==> src/hdl/rmtbm_pkg.sv <==
// ----------------------------------------------------------------------------
// rmtbm_pkg
// Shared types and constants of the region-mapped tagged byte memory.
// ----------------------------------------------------------------------------
`default_nettype none

package rmtbm_pkg;

    // Port widths fixed by the item format
    localparam int ADDR_PORT_BITS = 16;
    localparam int DATA_BITS      = 8;
    localparam int STATUS_BITS    = 3;

    // Configuration port
    localparam int CFG_IDX_BITS   = 3;
    localparam int CFG_DATA_BITS  = 34;
    localparam int REG_COUNT      = 4;

    // Field positions inside one region register
    localparam int FIRST_LSB      = 0;
    localparam int LAST_LSB       = 16;
    localparam int ROM_BIT        = 32;
    localparam int EN_BIT         = 33;

    // Access kind
    localparam logic KIND_READ    = 1'b0;
    localparam logic KIND_WRITE   = 1'b1;

    // Result status codes
    typedef enum logic [STATUS_BITS-1:0] {
        ST_NORMAL     = 3'd0,
        ST_RAM_UNINIT = 3'd1,
        ST_ROM_NOVAL  = 3'd2,
        ST_NO_REGION  = 3'd3,
        ST_STORED_RAM = 3'd4,
        ST_STORED_ROM = 3'd5
    } status_t;

    // Region decode result
    typedef struct packed {
        logic hit;
        logic rom;
    } region_hit_t;

    // Access controls toward the backing store
    typedef struct packed {
        logic rd_en;
        logic wr_en;
    } mem_ctrl_t;

endpackage

`default_nettype wire

==> src/hdl/rmtbm_regs.sv <==
// ----------------------------------------------------------------------------
// rmtbm_regs
// Region registers and the address decoder. The lowest enabled region that
// contains the address decides RAM or ROM.
// ----------------------------------------------------------------------------
`default_nettype none

module rmtbm_regs
    import rmtbm_pkg::*;
#(
    parameter int REGIONS   = 4,
    parameter int ADDR_BITS = 16
) (
    input  wire logic                     aclk,
    input  wire logic                     aresetn,
    input  wire logic                     cfg_we,
    input  wire logic [CFG_IDX_BITS-1:0]  cfg_index,
    input  wire logic [CFG_DATA_BITS-1:0] cfg_data,
    input  wire logic [ADDR_BITS-1:0]     addr,
    output region_hit_t                   hit
);

    localparam int NumRegs = (REGIONS < REG_COUNT) ? REGIONS : REG_COUNT;

    logic [CFG_DATA_BITS-1:0] region_reg [NumRegs];

    // Register writes; indexes past the implemented set are dropped
    always_ff @(posedge aclk) begin
        if (!aresetn) begin
            for (int i = 0; i < NumRegs; i++) begin
                region_reg[i] <= '0;
            end
        end else if (cfg_we) begin
            for (int i = 0; i < NumRegs; i++) begin
                if (cfg_index == CFG_IDX_BITS'(i)) begin
                    region_reg[i] <= cfg_data;
                end
            end
        end
    end

    // Priority decode: scan from the top so the lowest index wins
    always_comb begin
        logic [ADDR_BITS-1:0] first_a;
        logic [ADDR_BITS-1:0] last_a;
        hit = '0;
        for (int i = NumRegs - 1; i >= 0; i--) begin
            first_a = region_reg[i][FIRST_LSB +: ADDR_BITS];
            last_a  = region_reg[i][LAST_LSB +: ADDR_BITS];
            if (region_reg[i][EN_BIT] && (addr >= first_a) && (addr <= last_a)) begin
                hit.hit = 1'b1;
                hit.rom = region_reg[i][ROM_BIT];
            end
        end
    end

endmodule

`default_nettype wire

==> config.mk <==
export PLATFORM = sky130hd
export DESIGN_NAME = rmtbm_regs
export DESIGN_NICKNAME = d
export VERILOG_FILES = /design/src/hdl/rmtbm_pkg.sv /design/src/hdl/rmtbm_regs.sv
export SDC_FILE = /design/constraint.sdc
export NUM_CORES = 1
export LEC_CHECK = 0
export ABC_AREA = 1
export BUFFER_PORTS_ARGS = -buffer_cell sky130_fd_sc_hd__clkbuf_2
export CORE_MARGIN = 5
export CORE_UTILIZATION = 35
export DETAILED_ROUTE_END_ITERATION = 8
export PLACE_DENSITY_LB_ADDON = 0.15
export SLEW_MARGIN = 0
export SYNTH_ARGS = -nofsm -noshare
export SYNTH_HDL_FRONTEND = slang
export SYNTH_SLANG_ARGS = --single-unit
==> constraint.sdc <==
create_clock -name aclk -period 5.4 [get_ports aclk]
set_clock_uncertainty 0.05 [all_clocks]
set_input_delay 0.81 -clock aclk [delete_from_list [all_inputs] [get_ports aclk]]
set_output_delay 0.81 -clock aclk [all_outputs]
set_load 0.005 [all_outputs]
==> summary.md <==
| Metric | Value |
|---|---|
| Delay of the slowest critical-path stage | 0.39 ns |
| Number of hold violations in the final report | 0 |
| Total inserted antenna cells | 0 |
| Number of clock buffers inserted by TritonCTS | 17 |
| Starting DRT DRC Count | 273 |
| Most frequent standard cell in the layout excluding fill and tap cells | sky130_fd_sc_hd__inv_1 |
| Worst min-delay path category | in2reg |
| Max Cap Viol | 0 |
| Via count normalized by instance count | 4.52 |
| Routed wire length | 21100 microns |
| VDD IR-drop max | 0.000157 V |
| Routed wire length per instance | 16.4 microns |
| Most frequent cells in the layout | 189 x sky130_fd_sc_hd__inv_1, 168 x sky130_fd_sc_hd__nor2_1, 136 x sky130_fd_sc_hd__edfxtp_1 |
| Ratio of cells with drive above 1 in the final layout | 0.109 |
| Startpoint class of the critical path | input pin |
| I/O Buffers | 57 |
| Post-synth cell types | 21 |
| Final setup vio count | 0 |
| RSZ-0062 raised after global routing | false |
| Overall power of the completed layout | 0.00297 W |
| DR vias | 5811 |
| Cells traversed along the worst timing path | clkbuf_2, ha_1, nand2_1, inv_1, nand3_1, nor3_1, nand2_1, nand2_1, nand2_1, nand3_1, o2111ai_1, clkbuf_2 |
| CTS hold repair buffers | 0 |
| Area of the die | 0.0268 sq mm |
| Drt first pass iters | 5 |
| Share of the cycle needed by the critical path after routing | 0.654 |
| Core box area | 0.0233 sq mm |
| Final TNS setup | 0 ns |
| Storage element area | 0.00408 sq mm |
| Footprint of the multi-input gates | 0.00346 sq mm |
| Critical path buffer and inverter count | 3 |
| Area after detailed placement | 0.00899 sq mm |
| Global-route usage over all layers | 0.166 |
| Number of synthesis warnings | 0 |
| Worst slew pin tran | 0.674 ns |
| Required time reported for the critical path endpoint | 4.54 ns |
| Pin count of the biggest net entering global routing | 35 |
| Number of buffers on the longest clock path | 2 |
| Max Transition Viols Final | 0 |
| Net count after synthesis | 1066 |
| Share of the synthesized area in the top cell type | 0.495 |
| Largest area contributor in the netlist | sky130_fd_sc_hd__edfxtp_1 |
| Kind of capture point of the worst setup path | output port |
| Flip-flop count of the largest register, all copies and words added | 136 |
| Post-Route Hold Slack | 0.687 ns |
| Finished layout cell area | 0.00965 sq mm |
| Half-perimeter wire length after detailed placement | 15000 microns |
| # rows | 56 |
| Final-layout fill cell count | 2334 |
| FF+latch count, synth | 136 |
| Height of the chip | 164 microns |
| First-pass GRT wire length | 33400 microns |
| Sequential cell area fraction in the yosys report | 0.495 |
| Relative area change from synthesis to final layout | 16.9% |
| Gate count after technology mapping | 882 |
| Fraction of the mapped netlist area in simple logic gates | 0.163 |
| Antenna-violating nets left | 0 |
| Type of the setup path with the least slack | in2out |
| Clock-pin slew reported for the worst setup and hold paths after clock tree synthesis | 0.06 ns |
| Proportion of synthesized area in mux cells | 0 |
| Hold Path Stages | 3 |
| Fraction of registers with async set/reset | 0 |
| Worst relative slew slack | 0.550 |
| Synthesized-area fraction occupied by ao, oa, aoi and oai cells | 0.0565 |
| FMAX | 283 MHz |
| Total number of nets in the final design | 1137 |
| Post-synthesis adder-cell area fraction | 0.194 |
| IO Pins | 58 |
| Run status | finished, final reports clean |
| Power Dens Cells | 308 mW/mm^2 |
| Synth Flop Type | sky130_fd_sc_hd__edfxtp_1 |
| Initial Util | 0.354 |
| Via count of the first global-routing pass | 5965 |
| Placer Congestion | 0.798 |
| Cell at the root of the clock tree | sky130_fd_sc_hd__clkbuf_16 |
| Xor and xnor area share after synthesis | 0 |
| Crit path max-delay family | simple AND/OR/NAND/NOR gates |
| Width of the die | 164 microns |
| Number of flops mapped to enable cells by yosys | 136 |
| Antenna violations before repair | 0 |
| Leakage | 4.70 nW |
| Final standard cell utilization of the core | 0.414 |
| Overflow left after global routing | 0 |
| Min cycle time layout | 3.53 ns |
| Slowest-stage cell, CP | sky130_fd_sc_hd__nor3_1 |
| Setup Buffers After CTS | 0 |
| Largest family of logic cells by synthesized area | adder cells |
| Top cells by area, synth | sky130_fd_sc_hd__edfxtp_1 49%, sky130_fd_sc_hd__ha_1 19%, sky130_fd_sc_hd__inv_1 8.6%, sky130_fd_sc_hd__nor2_1 7.6%, sky130_fd_sc_hd__nand2_1 5.3% |
| DR DRC count | 0 |
| Post-cts sizing count | 0 |
| Instance count on the critical path | 12 |
| Crit Path Max Fanout | 8 |
| CTS H-tree depth | 4 |
| TritonCTS sink count | 136 |
| TritonCTS clock tree | done |
| Cell mode on critical path | sky130_fd_sc_hd__nand2_1 |
| Netlist Area Pre-Place | 0.00825 sq mm |
| Crit path arrival time | 2.67 ns |
| Mean area per synthesized cell | 9.36 sq um |
[per-layer routing]
layer / part of all wire / global-route usage
met5: 0 / 0
met4: 0.018 / 0.0469
met1: 0.47 / 0.221
met2: 0.48 / 0.281
met3: 0.038 / 0.0283
[layout make-up]
class,instances,area share
Clock buffer,18,0.0445
Sequential cell,136,0.423
Inverter,189,0.0735
Timing Repair Buffer,65,0.0358
Clock inverter,14,0.0236
Tap cell,319,0.0414
Multi-Input combinational cell,544,0.358
[worst paths after layout]
path              slack [ns]    startpoint           endpoint
setup / recovery        1.87      addr[15]             hit[1]
hold / removal          0.69  cfg_data[17]  region_reg[1][17]
[Yosys cell counts, types with 2 or more instances]
| cell | instances |
|---|---|
| sky130_fd_sc_hd__ha_1 | 128 |
| sky130_fd_sc_hd__a21oi_1 | 60 |
| sky130_fd_sc_hd__nor3_2 | 2 |
| sky130_fd_sc_hd__o21ai_0 | 18 |
| sky130_fd_sc_hd__edfxtp_1 | 136 |
| sky130_fd_sc_hd__inv_1 | 189 |
| sky130_fd_sc_hd__nand3_1 | 20 |
| sky130_fd_sc_hd__nor2_1 | 168 |
| sky130_fd_sc_hd__nand4_1 | 8 |
| sky130_fd_sc_hd__nand3_2 | 3 |
| sky130_fd_sc_hd__o211ai_1 | 2 |
| sky130_fd_sc_hd__clkbuf_1 | 13 |
| sky130_fd_sc_hd__nand3b_1 | 2 |
| sky130_fd_sc_hd__a21o_1 | 2 |
| sky130_fd_sc_hd__nor3_1 | 6 |
| sky130_fd_sc_hd__nand2_1 | 117 |
| sky130_fd_sc_hd__o21a_1 | 3 |
| sky130_fd_sc_hd__o21bai_1 | 2 |
[report_power, final]
part	leakage, nW	internal (W)	switching, W
logic	3.06	0.000138	0.000260
clock network	0.319	0.000863	0.000461
registers	1.31	0.00123	0.0000180
[cell families (layout without fill, tap and decap cells)]
| logic type | after synthesis | in the layout |
|---|---|---|
| adders and majority gates | 128 | 128 |
| and+or+nand+nor | 328 | 328 |
| AOI/OAI and AO/OA | 88 | 88 |
| DFF | 136 | 136 |
| buffers and inverters | 202 | 286 |
[through the flow]
stage	std cells	setup WS [ns]
after floorplan	882	1.44
after global placement	1253	1.86
after global routing	1285	1.62
after CTS	1285	1.81
final	1285	1.87
after detailed placement	1253	1.82
Note: power is estimated with default switching activity, not from simulation.
